$ cat config.mk
export PLATFORM = sky130hd
export DESIGN_NAME = dc_block_soft_limit_voice_flat
export DESIGN_NICKNAME = d
export VERILOG_FILES = /design/src/hw/rtl/dcb_pkg.sv /design/src/hw/rtl/dcb_in_if.sv /design/src/hw/rtl/dcb_out_if.sv /design/src/hw/rtl/dcb_front.sv /design/src/hw/rtl/dcb_fifo.sv /design/src/hw/rtl/dcb_back.sv /design/src/hw/rtl/dc_block_soft_limit_voice.sv /design/src/flat_wrapper.sv
export SDC_FILE = /design/constraint.sdc
export NUM_CORES = 2
export LEC_CHECK = 0
export ABC_AREA = 1
export BUFFER_PORTS_ARGS = -buffer_cell sky130_fd_sc_hd__buf_2
export CAP_MARGIN = 20
export CORE_MARGIN = 4
export CORE_UTILIZATION = 40
export CTS_CLUSTER_SIZE = 8
export DETAILED_ROUTE_END_ITERATION = 6
export PLACE_DENSITY = 0.58
export RECOVER_POWER = 25
export SKIP_CTS_REPAIR_TIMING = 1
export SLEW_MARGIN = 20
export SYNTH_ARGS = -nofsm -noshare
export SYNTH_HDL_FRONTEND = slang
export SYNTH_SLANG_ARGS = --single-unit
$ cat constraint.sdc
create_clock -name clk -period 6.9 [get_ports clk]
set_input_delay 1.725 -clock clk [delete_from_list [all_inputs] [get_ports clk]]
set_output_delay 1.725 -clock clk [all_outputs]
set_load 0.005 [all_outputs]
$ cat src/hw/rtl/dcb_pkg.sv
// Package for the DC blocker with soft limiter: widths, fixed-point constants,
// status codes, register indexes, state machine types and the queue entry type.
// No dependencies.
package dcb_pkg;

  // Fixed-point format of the level, the gain and the filter values.
  localparam int FRAC_BITS = 16;
  localparam int ONE_VAL   = 1 << FRAC_BITS;

  localparam int LEVEL_W  = 17;
  localparam int GAIN_W   = 17;
  localparam int POLE_W   = 24;
  localparam int X_W      = 18;
  localparam int Y_W      = 25;
  localparam int ACC_W    = 27;
  localparam int PX_W     = 2 * X_W;
  localparam int PP_W     = POLE_W + 1 + Y_W;
  localparam int SAMPLE_W = 16;
  localparam int QUO_W    = 15;
  localparam int NUM_W    = Y_W + QUO_W;
  localparam int DIV_STEPS = QUO_W;
  localparam int CNT_W    = $clog2(DIV_STEPS + 1);

  localparam int CFG_AW = 1;
  localparam int CFG_DW = 24;

  localparam int FIFO_DEPTH = 2;
  localparam int FIFO_PW    = $clog2(FIFO_DEPTH);
  localparam int FIFO_CW    = $clog2(FIFO_DEPTH + 1);

  localparam logic [CFG_AW-1:0] CFG_GAIN = 1'd0;
  localparam logic [CFG_AW-1:0] CFG_POLE = 1'd1;

  localparam logic [GAIN_W-1:0] GAIN_RESET = 17'd65536;
  localparam logic [POLE_W-1:0] POLE_RESET = 24'd16711680;

  localparam logic signed [ACC_W-1:0] Y_MAX = 27'sd16777215;
  localparam logic signed [ACC_W-1:0] Y_MIN = -27'sd16777216;

  typedef enum logic [1:0] {
    ST_OK      = 2'd0,
    ST_RANGE   = 2'd1,
    ST_SAT     = 2'd2,
    ST_LATCHED = 2'd3
  } status_t;

  typedef enum logic [1:0] {
    FE_IDLE = 2'd0,
    FE_MUL  = 2'd1,
    FE_SUM  = 2'd2
  } fe_state_t;

  typedef enum logic [1:0] {
    BK_IDLE = 2'd0,
    BK_DIV  = 2'd1,
    BK_LOAD = 2'd2
  } bk_state_t;

  typedef struct packed {
    status_t               status;
    logic signed [Y_W-1:0] y;
  } q_entry_t;

endpackage

$ cat src/hw/rtl/dcb_in_if.sv
// Input channel of the DC blocker: valid/ready handshake with the level sample
// and the start-of-trace flag. Depends on dcb_pkg.
interface dcb_in_if import dcb_pkg::*; ();
  logic               valid;
  logic               ready;
  logic [LEVEL_W-1:0] terrain_level;
  logic               first;

  modport source (output valid, output terrain_level, output first, input ready);
  modport sink   (input valid, input terrain_level, input first, output ready);
endinterface

$ cat src/hw/rtl/dcb_out_if.sv
// Result channel of the DC blocker: valid/ready handshake with the limited
// sample and its status code. Depends on dcb_pkg.
interface dcb_out_if import dcb_pkg::*; ();
  logic                       valid;
  logic                       ready;
  logic signed [SAMPLE_W-1:0] sample;
  logic [1:0]                 status;

  modport source (output valid, output sample, output status, input ready);
  modport sink   (input valid, input sample, input status, output ready);
endinterface

$ cat src/hw/rtl/dcb_front.sv
// Front end: configuration registers, input classification, gain and pole
// products, filter recursion with saturation check. Depends on dcb_pkg, dcb_in_if.
module dcb_front import dcb_pkg::*; (
  input  logic              clk,
  input  logic              rst_n,
  dcb_in_if.sink            in_ch,
  input  logic              cfg_we,
  input  logic [CFG_AW-1:0] cfg_addr,
  input  logic [CFG_DW-1:0] cfg_wdata,
  output logic              push,
  output q_entry_t          push_entry,
  input  logic              q_full
);

  localparam logic signed [X_W:0]    ONE_B  = (X_W + 1)'(ONE_VAL);
  localparam logic signed [PX_W-1:0] X_HALF = PX_W'(1) <<< (FRAC_BITS - 1);
  localparam logic signed [PP_W-1:0] P_HALF = PP_W'(1) <<< (POLE_W - 1);

  fe_state_t state_r, state_nxt;

  logic [GAIN_W-1:0] gain_r, gain_nxt;
  logic [POLE_W-1:0] pole_r, pole_nxt;

  logic signed [X_W-1:0] prev_x_r, prev_x_nxt;
  logic signed [Y_W-1:0] prev_y_r, prev_y_nxt;
  logic                  fault_r, fault_nxt;

  logic signed [X_W-1:0]  b_r, b_nxt;
  status_t                cls_r, cls_nxt;
  logic signed [PX_W-1:0] prod_x_r;
  logic signed [PP_W-1:0] prod_p_r;

  logic                   accept;
  logic                   fault_eff;
  logic signed [X_W:0]    b_wide;
  logic signed [PX_W-1:0] x_round;
  logic signed [PP_W-1:0] p_round;
  logic signed [X_W-1:0]  x_val;
  logic signed [ACC_W-1:0] y_full;
  logic                   sat;

  assign accept    = in_ch.valid && in_ch.ready;
  assign fault_eff = fault_r && !in_ch.first;
  assign b_wide    = $signed({1'b0, in_ch.terrain_level, 1'b0}) - ONE_B;

  // Round half up: add half an LSB, then shift arithmetically.
  assign x_round = (prod_x_r + X_HALF) >>> FRAC_BITS;
  assign p_round = (prod_p_r + P_HALF) >>> POLE_W;
  assign x_val   = x_round[X_W-1:0];
  assign y_full  = ACC_W'(x_val) - ACC_W'(prev_x_r) + p_round[ACC_W-1:0];
  assign sat     = (y_full > Y_MAX) || (y_full < Y_MIN);

  // Next state.
  always_comb begin
    state_nxt = state_r;
    unique case (state_r)
      FE_IDLE: if (accept) state_nxt = FE_MUL;
      FE_MUL:  state_nxt = FE_SUM;
      FE_SUM:  if (!q_full) state_nxt = FE_IDLE;
      default: state_nxt = FE_IDLE;
    endcase
  end

  // Outputs of the state machine.
  always_comb begin
    in_ch.ready = 1'b0;
    push        = 1'b0;
    unique case (state_r)
      FE_IDLE: in_ch.ready = 1'b1;
      FE_MUL:  ;
      FE_SUM:  push = !q_full;
      default: ;
    endcase
  end

  always_comb begin
    push_entry.status = cls_r;
    push_entry.y      = y_full[Y_W-1:0];
    if (cls_r == ST_OK && sat) begin
      push_entry.status = ST_SAT;
    end
  end

  // Configuration, item capture and filter state.
  always_comb begin
    gain_nxt   = gain_r;
    pole_nxt   = pole_r;
    prev_x_nxt = prev_x_r;
    prev_y_nxt = prev_y_r;
    fault_nxt  = fault_r;
    b_nxt      = b_r;
    cls_nxt    = cls_r;

    if (cfg_we) begin
      if (cfg_addr == CFG_GAIN) gain_nxt = cfg_wdata[GAIN_W-1:0];
      if (cfg_addr == CFG_POLE) pole_nxt = cfg_wdata[POLE_W-1:0];
    end

    if (accept) begin
      b_nxt = b_wide[X_W-1:0];
      if (in_ch.first) begin
        prev_x_nxt = '0;
        prev_y_nxt = '0;
        fault_nxt  = 1'b0;
      end
      priority if (fault_eff) begin
        cls_nxt = ST_LATCHED;
      end else if (in_ch.terrain_level > LEVEL_W'(ONE_VAL)) begin
        cls_nxt   = ST_RANGE;
        fault_nxt = 1'b1;
      end else begin
        cls_nxt = ST_OK;
      end
    end

    if (push && cls_r == ST_OK) begin
      if (sat) begin
        fault_nxt = 1'b1;
      end else begin
        prev_x_nxt = x_val;
        prev_y_nxt = y_full[Y_W-1:0];
      end
    end
  end

  always_ff @(posedge clk) begin
    if (!rst_n) begin
      state_r  <= FE_IDLE;
      gain_r   <= GAIN_RESET;
      pole_r   <= POLE_RESET;
      prev_x_r <= '0;
      prev_y_r <= '0;
      fault_r  <= 1'b0;
    end else begin
      state_r  <= state_nxt;
      gain_r   <= gain_nxt;
      pole_r   <= pole_nxt;
      prev_x_r <= prev_x_nxt;
      prev_y_r <= prev_y_nxt;
      fault_r  <= fault_nxt;
    end
  end

  always_ff @(posedge clk) begin
    b_r   <= b_nxt;
    cls_r <= cls_nxt;
    if (state_r == FE_MUL) begin
      prod_x_r <= $signed({1'b0, gain_r}) * b_r;
      prod_p_r <= $signed({1'b0, pole_r}) * prev_y_r;
    end
  end

  a_latched_class: assert property (@(posedge clk) disable iff (!rst_n)
    (accept && fault_r && !in_ch.first) |=> (cls_r == ST_LATCHED))
    else $error("latched fault did not classify the next transaction");

  a_fault_sets: assert property (@(posedge clk) disable iff (!rst_n)
    (push && push_entry.status != ST_OK) |=> fault_r)
    else $error("faulted transaction left no latched fault");

  a_one_in_flight: assert property (@(posedge clk) disable iff (!rst_n)
    accept |=> !in_ch.ready ##1 !in_ch.ready)
    else $error("front accepted a transaction while one was in flight");

endmodule

$ cat src/hw/rtl/dcb_fifo.sv
// Short queue between the front end and the divider back end; holds the
// status and filter output of classified items. Depends on dcb_pkg.
module dcb_fifo import dcb_pkg::*; (
  input  logic     clk,
  input  logic     rst_n,
  input  logic     push,
  input  q_entry_t push_entry,
  output logic     full,
  input  logic     pop,
  output q_entry_t pop_entry,
  output logic     empty
);

  q_entry_t             mem_r [FIFO_DEPTH];
  logic [FIFO_PW-1:0]   wr_ptr_r, wr_ptr_nxt;
  logic [FIFO_PW-1:0]   rd_ptr_r, rd_ptr_nxt;
  logic [FIFO_CW-1:0]   cnt_r, cnt_nxt;

  assign full      = (cnt_r == FIFO_CW'(FIFO_DEPTH));
  assign empty     = (cnt_r == '0);
  assign pop_entry = mem_r[rd_ptr_r];

  always_comb begin
    wr_ptr_nxt = push ? wr_ptr_r + 1'b1 : wr_ptr_r;
    rd_ptr_nxt = pop ? rd_ptr_r + 1'b1 : rd_ptr_r;
    cnt_nxt    = cnt_r;
    if (push && !pop) cnt_nxt = cnt_r + 1'b1;
    if (pop && !push) cnt_nxt = cnt_r - 1'b1;
  end

  always_ff @(posedge clk) begin
    if (!rst_n) begin
      wr_ptr_r <= '0;
      rd_ptr_r <= '0;
      cnt_r    <= '0;
    end else begin
      wr_ptr_r <= wr_ptr_nxt;
      rd_ptr_r <= rd_ptr_nxt;
      cnt_r    <= cnt_nxt;
    end
  end

  always_ff @(posedge clk) begin
    if (push) mem_r[wr_ptr_r] <= push_entry;
  end

  a_no_overflow: assert property (@(posedge clk) disable iff (!rst_n)
    !(push && full))
    else $error("queue written while full");

  a_no_underflow: assert property (@(posedge clk) disable iff (!rst_n)
    !(pop && empty))
    else $error("queue read while empty");

  a_count_bound: assert property (@(posedge clk) disable iff (!rst_n)
    cnt_r <= FIFO_CW'(FIFO_DEPTH))
    else $error("queue count beyond its depth");

endmodule

$ cat src/hw/rtl/dcb_back.sv
// Back end: soft limiter y/(1+|y|) through a restoring divider, one quotient
// bit per cycle, and the output register. Depends on dcb_pkg, dcb_out_if.
module dcb_back import dcb_pkg::*; (
  input  logic     clk,
  input  logic     rst_n,
  output logic     pop,
  input  q_entry_t pop_entry,
  input  logic     empty,
  dcb_out_if.source out_ch
);

  bk_state_t state_r, state_nxt;

  logic [Y_W-1:0]   rem_r, rem_nxt;
  logic [Y_W-1:0]   den_r, den_nxt;
  logic [QUO_W-1:0] nlo_r, nlo_nxt;
  logic [QUO_W-1:0] quo_r, quo_nxt;
  logic             neg_r, neg_nxt;
  logic [CNT_W-1:0] cnt_r, cnt_nxt;

  logic                       out_valid_r, out_valid_nxt;
  logic signed [SAMPLE_W-1:0] out_sample_r, out_sample_nxt;
  status_t                    out_status_r, out_status_nxt;

  logic             slot_free;
  logic             load_fault;
  logic             load_ok;
  logic             entry_ok;
  logic [Y_W-1:0]   mag;
  logic [Y_W-1:0]   den;
  logic [NUM_W-1:0] num;
  logic [Y_W:0]     trial;
  logic             ge;
  logic [SAMPLE_W-1:0] quo_ext;

  assign slot_free = !out_valid_r || out_ch.ready;
  assign entry_ok  = (pop_entry.status == ST_OK);

  // Operands of the limiter: q = (|y|*2^15 + den/2) / den with den = 1 + |y|.
  assign mag = pop_entry.y[Y_W-1] ? Y_W'(-pop_entry.y) : Y_W'(pop_entry.y);
  assign den = Y_W'(ONE_VAL) + mag;
  assign num = {mag, QUO_W'(0)} + NUM_W'(den >> 1);

  assign trial   = {rem_r, nlo_r[QUO_W-1]};
  assign ge      = (trial >= {1'b0, den_r});
  assign quo_ext = {1'b0, quo_r};

  // Next state.
  always_comb begin
    state_nxt = state_r;
    unique case (state_r)
      BK_IDLE: if (!empty && entry_ok) state_nxt = BK_DIV;
      BK_DIV:  if (cnt_r == CNT_W'(DIV_STEPS - 1)) state_nxt = BK_LOAD;
      BK_LOAD: if (slot_free) state_nxt = BK_IDLE;
      default: state_nxt = BK_IDLE;
    endcase
  end

  // Outputs of the state machine.
  always_comb begin
    pop        = 1'b0;
    load_fault = 1'b0;
    load_ok    = 1'b0;
    unique case (state_r)
      BK_IDLE: begin
        pop        = !empty && (entry_ok || slot_free);
        load_fault = !empty && !entry_ok && slot_free;
      end
      BK_DIV:  ;
      BK_LOAD: load_ok = slot_free;
      default: ;
    endcase
  end

  always_comb begin
    rem_nxt = rem_r;
    den_nxt = den_r;
    nlo_nxt = nlo_r;
    quo_nxt = quo_r;
    neg_nxt = neg_r;
    cnt_nxt = cnt_r;
    if (pop && entry_ok) begin
      rem_nxt = num[NUM_W-1:QUO_W];
      nlo_nxt = num[QUO_W-1:0];
      den_nxt = den;
      neg_nxt = pop_entry.y[Y_W-1];
      quo_nxt = '0;
      cnt_nxt = '0;
    end else if (state_r == BK_DIV) begin
      rem_nxt = ge ? Y_W'(trial - {1'b0, den_r}) : trial[Y_W-1:0];
      nlo_nxt = {nlo_r[QUO_W-2:0], 1'b0};
      quo_nxt = {quo_r[QUO_W-2:0], ge};
      cnt_nxt = cnt_r + 1'b1;
    end
  end

  always_comb begin
    out_valid_nxt  = out_valid_r && !out_ch.ready;
    out_sample_nxt = out_sample_r;
    out_status_nxt = out_status_r;
    if (load_fault) begin
      out_valid_nxt  = 1'b1;
      out_sample_nxt = '0;
      out_status_nxt = pop_entry.status;
    end else if (load_ok) begin
      out_valid_nxt  = 1'b1;
      out_sample_nxt = neg_r ? $signed(-quo_ext) : $signed(quo_ext);
      out_status_nxt = ST_OK;
    end
  end

  always_ff @(posedge clk) begin
    if (!rst_n) begin
      state_r     <= BK_IDLE;
      out_valid_r <= 1'b0;
      cnt_r       <= '0;
    end else begin
      state_r     <= state_nxt;
      out_valid_r <= out_valid_nxt;
      cnt_r       <= cnt_nxt;
    end
  end

  always_ff @(posedge clk) begin
    rem_r        <= rem_nxt;
    den_r        <= den_nxt;
    nlo_r        <= nlo_nxt;
    quo_r        <= quo_nxt;
    neg_r        <= neg_nxt;
    out_sample_r <= out_sample_nxt;
    out_status_r <= out_status_nxt;
  end

  assign out_ch.valid  = out_valid_r;
  assign out_ch.sample = out_sample_r;
  assign out_ch.status = out_status_r;

  a_div_count: assert property (@(posedge clk) disable iff (!rst_n)
    (state_r == BK_DIV) |-> (cnt_r < CNT_W'(DIV_STEPS)))
    else $error("divider ran past its last step");

  a_fault_zero: assert property (@(posedge clk) disable iff (!rst_n)
    (out_valid_r && out_status_r != ST_OK) |-> (out_sample_r == '0))
    else $error("faulted result carries a nonzero sample");

  a_load_shows: assert property (@(posedge clk) disable iff (!rst_n)
    (state_r == BK_LOAD && slot_free) |=> (out_valid_r && out_status_r == ST_OK))
    else $error("finished quotient did not reach the output register");

endmodule

$ cat src/hw/rtl/dc_block_soft_limit_voice.sv
// Top level of the DC blocker with soft limiter: front end, queue and divider
// back end. Depends on dcb_pkg, dcb_in_if, dcb_out_if and the dcb_* modules.
//
//   Port group | Direction | Handshake          | Payload
//   in_ch      | sink      | valid / ready      | terrain_level[16:0], first
//   out_ch     | source    | valid / ready      | sample[15:0] signed, status[1:0]
//   cfg_*      | sink      | cfg_we, no ready   | cfg_addr[0], cfg_wdata[23:0]
//
// The front end takes a new transaction only after it has pushed the previous
// one, which waits while the queue is full. The back end takes an ok result
// through pop, 15 divider steps of one quotient bit each, and load before it
// pops the next; a faulted result is popped and loaded when the output is free.
// Reset is synchronous and active low; it restores register defaults and
// clears the filter state. A stalled output stops the back end, and the queue
// lets the front end keep accepting until it fills.
module dc_block_soft_limit_voice import dcb_pkg::*; (
  input  logic              clk,
  input  logic              rst_n,
  dcb_in_if.sink            in_ch,
  dcb_out_if.source         out_ch,
  input  logic              cfg_we,
  input  logic [CFG_AW-1:0] cfg_addr,
  input  logic [CFG_DW-1:0] cfg_wdata
);

  logic     push;
  q_entry_t push_entry;
  logic     q_full;
  logic     pop;
  q_entry_t pop_entry;
  logic     q_empty;

  dcb_front u_front (
    .clk        (clk),
    .rst_n      (rst_n),
    .in_ch      (in_ch),
    .cfg_we     (cfg_we),
    .cfg_addr   (cfg_addr),
    .cfg_wdata  (cfg_wdata),
    .push       (push),
    .push_entry (push_entry),
    .q_full     (q_full)
  );

  dcb_fifo u_fifo (
    .clk        (clk),
    .rst_n      (rst_n),
    .push       (push),
    .push_entry (push_entry),
    .full       (q_full),
    .pop        (pop),
    .pop_entry  (pop_entry),
    .empty      (q_empty)
  );

  dcb_back u_back (
    .clk       (clk),
    .rst_n     (rst_n),
    .pop       (pop),
    .pop_entry (pop_entry),
    .empty     (q_empty),
    .out_ch    (out_ch)
  );

endmodule
$ cat src/flat_wrapper.sv
// flat-port wrapper written by rule: the top's interface ports become plain ports
module dc_block_soft_limit_voice_flat import dcb_pkg::*;
  (clk, rst_n, cfg_we, cfg_addr, cfg_wdata, in_ch_valid, in_ch_terrain_level, in_ch_first, in_ch_ready, out_ch_valid, out_ch_sample, out_ch_status, out_ch_ready);
  dcb_in_if in_ch_i ();
  dcb_out_if out_ch_i ();
  input  logic clk;
  input  logic rst_n;
  input  logic cfg_we;
  input  logic [CFG_AW-1:0] cfg_addr;
  input  logic [CFG_DW-1:0] cfg_wdata;
  input wire logic [$bits(in_ch_i.valid)-1:0] in_ch_valid;
  input wire logic [$bits(in_ch_i.terrain_level)-1:0] in_ch_terrain_level;
  input wire logic [$bits(in_ch_i.first)-1:0] in_ch_first;
  output wire logic [$bits(in_ch_i.ready)-1:0] in_ch_ready;
  output wire logic [$bits(out_ch_i.valid)-1:0] out_ch_valid;
  output wire logic [$bits(out_ch_i.sample)-1:0] out_ch_sample;
  output wire logic [$bits(out_ch_i.status)-1:0] out_ch_status;
  input wire logic [$bits(out_ch_i.ready)-1:0] out_ch_ready;
  assign in_ch_i.valid = in_ch_valid;
  assign in_ch_i.terrain_level = in_ch_terrain_level;
  assign in_ch_i.first = in_ch_first;
  assign in_ch_ready = in_ch_i.ready;
  assign out_ch_valid = out_ch_i.valid;
  assign out_ch_sample = out_ch_i.sample;
  assign out_ch_status = out_ch_i.status;
  assign out_ch_i.ready = out_ch_ready;
  dc_block_soft_limit_voice u_core (.clk(clk), .rst_n(rst_n), .in_ch(in_ch_i), .out_ch(out_ch_i), .cfg_we(cfg_we), .cfg_addr(cfg_addr), .cfg_wdata(cfg_wdata));
endmodule
-- Yosys cells after proc, flatten, opt, wreduce, memory -nomap -nowiden
Memories as Yosys holds them, arrays and structs flattened. A register that Yosys moved wholly into a read port is not among the register bits.
Index checks and enable logic that the tools add are counted.
- flip-flop bits (word level): 301
- RAM bits: 54
- input port bits: 48
- output and inout bits: 20
- word-level logic and storage cells: 139
- memories: 1
- memories (name ; words ; bits a word ; read ports ; clocked after memory_dff ; wr ports ; RTL line ; RTL):
    u_core.u_fifo.mem_r ; 2 ; 27 ; 1 ; 1 ; 1 ; dcb_fifo.sv:14 ; q_entry_t mem_r [FIFO_DEPTH];
- add/sub/neg operators: 15
- multiply operators: 2
- magnitude comparators: 4
- equality and inequality tests: 11
- mux-type cells: 45
- bitwise logic cells: 2
- reductions and logical operators: 36
- operators with widths (operator ; count):
    $mux W25 ; 8
    $mux W18 ; 4
    $add A50 B25 Y50 const B ; 1
    $mul A25 B25 Y50 ; 1
    $add A40 B24 Y40 ; 1
    $add A34 B17 Y34 const B ; 1
    $mul A18 B18 Y34 ; 1
    $mux W15 ; 2
    $add A19 B26 Y27 ; 1
    $gt A27 B25 Y1 const B ; 1
    $lt A27 B25 Y1 const B ; 1
    $ge A26 B25 Y1 ; 1
    $add A17 B25 Y25 const A ; 1
    $neg A25 Y25 ; 1
    $sub A25 B25 Y25 ; 1
    $mux W2 ; 10
    $sub A18 B18 Y19 ; 1
    $mux W1 ; 18
    $sub A18 B17 Y18 const B ; 1
    $gt A17 B17 Y1 const B ; 1
    $mux W16 ; 1
    $neg A15 Y16 ; 1
    $logic_and A1 B1 Y1 ; 12
    $pmux W2 S3 ; 2
    16 further kinds ; 42

-- Longest topological paths before layout
- word-level depth: 9
- depth in mapped cells: 35
- depth with buffers taken out: 33

-- Modules after synthesis
From an unflattened synthesis, not the netlist that was laid out.
- cell total of the unflattened synthesis: 6265
- area, all modules: 49216.0 sq um
- modules (own cells, without submodules) (module ; instances ; cells an instance ; area each (sq um)):
    dcb_front ; 1 ; 5146 ; 39394.0
    dcb_back ; 1 ; 1000 ; 7543.5
    dcb_fifo ; 1 ; 119 ; 2278.4

-- Worst setup path after synthesis
OpenSTA, ideal clock, no wires.
- path type: register to register
- from: register u_core.u_front.pole_r[13]
- to: register u_core.u_front.prod_p_r[35], data pin
- arrival time: 6.171 ns
- setup slack: 0.471 ns
- cell stages (with the launch flop): 27
- clock period less this slack: 6.429 ns
- cell sequence: dfxtp_1 clkbuf_1 clkbuf_1 nand2_1 fa_1 inv_1 fa_1 inv_1 fa_1 inv_1 fa_1 inv_1 fa_1 inv_1 fa_1 inv_1 fa_1 inv_1 ha_1 nand2_1 nor4_1 nand2_1 o21ai_0 nand2_1 nand2_1 a21oi_1 xnor2_1
- word-level cells in the longest chain between the ends: 1
- RTL lines (what ; RTL line ; RTL):
    start, declared ; dcb_front.sv:22 ; logic [POLE_W-1:0] pole_r, pole_nxt;
    start signal, assigned ; dcb_front.sv:137 ; pole_r <= pole_nxt;
    $mul A25 B25 Y50 ; dcb_front.sv:149 ; prod_p_r <= $signed({1'b0, pole_r}) * prev_y_r;
    end signal, assigned ; dcb_front.sv:149 ;
    end, declared ; dcb_front.sv:31 ; logic signed [PP_W-1:0] prod_p_r;
Every way passes these cells.
A chain may end at the register's enable or synchronous reset.

-- Worst setup path after layout
- from: register u_core.u_front.pole_r[7]
- to: register u_core.u_front.prod_p_r[47], data pin
The elaborated chain is that of the path after synthesis.

==> metrics.md <==
| Metric | Value |
|---|---|
| Cts bufs inserted | `between 40 and 50` |
| Pwr/cell area | `roughly 260 nW/um2` |
| Gr ovfl total | `0` |
| Reg2reg path depth | `21` |
| DR vias/cell | `between 4 and 5` |
| Clk buf depth | `3` |
| Register area share after synthesis | `16.8%` |
| Status | `finished, violations left` |
| Min cycle time layout | `~6.6 ns` |
| Max_cap viols | `4` |
| Path type of the worst min-delay path | `flip-flop to flip-flop` |
| Crit. Startpoint | `u_core.u_front.pole_r[7]` |
| CTS tree | `built` |
| Area Growth Syn to Fin | `8.29%` |
| Synth top cells by count | `inv_1, nand2_1, fa_1` |
| Slowest Stage Delay on Critical Path | `0.64 ns` |
| Ys async rst share | `0%` |
| Starting Density | `between 40% and 50%` |
| Setup CP Type | `flip-flop to flip-flop` |
| Post-synth EDFFs | `187` |
| Share of cells above drive strength 1 | `6.31%` |
| Total Power | `13.7 mW` |
| Setup ws final | `about 0.29 ns` |
| Final nets | `7458` |
| Failing checks | `capacitance limit, slew limit` |
| Setup tns final | `0 ns` |
| Crit-path max FO | `9` |
| Via count | `38048` |
| Ys flop type | `edfxtp_1` |
| Synth top area share | `30.8%` |
| WL/cell | `16.8 um` |
| Cell repeated most along the worst path | `fa_1` |
| Insertion delay to the later sink of the worst-skew pair | `0.64 ns` |
| Relative slew slack | `-83.0%` |
| Post-place setup slack | `approximately 0.087 ns` |
| Worst Setup Start Kind | `flip-flop` |
| Site Rows | `128` |
| Worst r2r src | `u_core.u_front.pole_r[7]` |
| Initial DRC count | `2119` |
| Final setup viols | `0` |
| Syn Nets | `roughly 7500` |
| Gr usage total | `21.4%` |
| Final Routed Wirelength | `133000 um` |
| Crit end category | `flip-flop` |
| Post-synthesis cell area | `between 40000 and 50000 um2` |
| H-tree depth | `2` |
| FMAX | `151 MHz` |
| Number of library cell types mapped by synthesis | `62` |
| GP Congestion | `~0.94` |
| R2r setup slk | `0.29 ns` |
| Layout fillers | `12215` |
| TritonRoute pass-1 iters | `6` |
| Synth area leaders | `fa_1, inv_1, nand2_1` |
| LEAKAGE | `29.5 nW` |
| Slew @ Worst Pin | `2.74 ns` |
| Area leader, netlist | `fa_1` |
| Die area | `128000 um2` |
| Largest net degree at the start of global routing | `62` |
| Fin. max-slew vios | `141` |
| CTS clk-pin slew, worst paths | `0.06 ns` |
| Max VDD drop | `0.295 mV` |
| RSZ-0062 raised after global routing | `false` |
| Critical Path, Cell by Cell | `buf_4 > nand2_1 > fa_1 > inv_1 > fa_1 > fa_1 > fa_1 > fa_1 > fa_1 > inv_1 > fa_1 > inv_1 > ha_1 > a21oi_1 > inv_1 > a31oi_1 > o21ai_0 > a31o_2 > a21oi_1 > o21ai_0 > xor2_1` |
| Core box area | `122000 um2` |
| Port Buffers | `67` |
| Synth Warn # | `0` |
| Critical Path End | `u_core.u_front.prod_p_r[47]` |
| First-pass GRT wire length | `217000 um` |
| R2R Path End | `u_core.u_front.prod_p_r[47]` |
| Period utilisation layout | `approximately 96%` |
| Vias in the first global route | `~40000` |
| Post-Syn Area per Cell | `7.80 um2` |
| Placed wire-length estimate | `about 110000 um` |
| #FFs+latches synth | `317` |
| Die Span Y | `358 um` |
| Post-DRT Antenna Nets | `0` |
| Antenna violations before repair | `2` |
| Cells after Synth | `around 6300` |
| IO Pins | `68` |
| Residual DRC count | `0` |
| Critical Path AT | `6.98 ns` |
| TritonCTS Sinks | `roughly 320` |
| Worst clock skew | `0.0349 ns` |
| Req. time, crit path | `7.26 ns` |
| CTS Root Buffer Type | `clkbuf_16` |
| Number of hold violations in the final report | `0` |
| Die Width | `358 um` |
| CP max stage cell | `dfxtp_1` |
## worst max-delay path, delay by kind of cell, from the launching register on
family          cells  cell delay, ns
xor+xnor            1            0.16
flops               1            0.64
fa+ha+maj           8            3.84
buf+inv             5            0.51
compound gates      6            1.12
simple gates        1            0.09
## metrics by stage
step	cells	hold WS [ns]	instance area (um2)	utilization (%)
6_report	7918	0.448	53000	43.6
5_1_grt	7917	0.508	53000	43.6
4_1_cts	7916	0.448	52900	43.6
3_5_place_dp	7825	0.441	51400	42.3
3_3_place_gp	7825	0.436	51400	42.3
2_1_floorplan	6271	0.426	48900	-
## where the power goes
part | switching, mW | leakage, nW | internal (mW)
registers | 0.247 | 2.79 | 2.72
clock network | 0.984 | 0.745 | 1.46
logic | 5.43 | 26.0 | 2.85
total | 6.66 | 29.5 | 7.04
## logic make-up (layout without fill, tap and decap cells)
kind of cell | after synthesis | count (layout) | synth area share [%]
muxes | 2 | 2 | 0.0409
other | 0 | 1 | 0
xor gates and xnor gates | 151 | 151 | 2.70
AOI/OAI and AO/OA | 507 | 507 | 5.84
and+or+nand+nor | 2274 | 2274 | 18.9
buffers and inverters | 1862 | 1883 | 14.5
adders and majority gates | 1158 | 1158 | 41.2
DFF | 317 | 317 | 16.8
## registers in the layout, summed over array words and instances, names as in the netlist, 15 cells and up, named ones only
register / cells
u_core.u_front.prev_x_r: 18
u_core.u_front.prev_y_r: 25
u_core.u_back.quo_r: 15
u_core.u_back.rem_r: 25
u_core.u_front.gain_r: 17
u_core.u_fifo.mem_r: 54
u_core.u_back.nlo_r: 15
u_core.u_front.b_r: 17
u_core.u_back.out_ch.sample: 16
u_core.u_front.prod_p_r: 27
u_core.u_back.den_r: 25
u_core.u_front.prod_x_r: 19
u_core.u_front.pole_r: 24
## per-layer routing
metal	up-vias	routed length [um]	part of all wire, %	global-route usage [%]
li1	18515	-	-	-
met1	18485	58700	44	28.2
met2	849	64400	48	37.2
met3	197	5830	4.4	2.20
met4	2	3970	3.0	6.15
met5	-	17	0.013	0
## placed cells by master (no fill, tap or decap), types with 113 or more instances in the layout
cell and n:
nand3_1 116, a21oi_1 190, dfxtp_1 119, ha_1 405, fa_1 753, nand2_1 1575, nor2_1 380, edfxtp_1 187
buf_4 113, o21ai_0 192, inv_1 1576
## worst min path at each step
stage	slack (ns)	depth (start not counted)	from	to
2_1_floorplan	0.43	1	u_core.u_fifo.rd_ptr_r	flip-flop
3_3_place_gp	0.44	1	u_core.u_fifo.rd_ptr_r	u_core.u_fifo.rd_ptr_r
3_5_place_dp	0.44	1	u_core.u_fifo.rd_ptr_r	u_core.u_fifo.rd_ptr_r
4_1_cts	0.45	1	u_core.u_fifo.rd_ptr_r	u_core.u_fifo.rd_ptr_r
5_1_grt	0.51	1	u_core.u_fifo.rd_ptr_r	u_core.u_fifo.rd_ptr_r
6_report	0.45	1	u_core.u_fifo.rd_ptr_r	u_core.u_fifo.rd_ptr_r
## area by class of cell
| type | instances | area [um2] | share of cell area [%] |
|---|---|---|---|
| Antenna cell | 1 | 2.50 | 0.00472 |
| Clock buffer | 79 | 1360 | 2.57 |
| Inverter | 1592 | 5980 | 11.3 |
| Multi-Input combinational cell | 4092 | 33600 | 63.5 |
| Tap cell | 1625 | 2030 | 3.84 |
| Timing Repair Buffer | 200 | 1530 | 2.89 |
| Clock inverter | 12 | 198 | 0.373 |
| Sequential cell | 317 | 8230 | 15.5 |
Note: power is estimated with default switching activity, not from simulation.
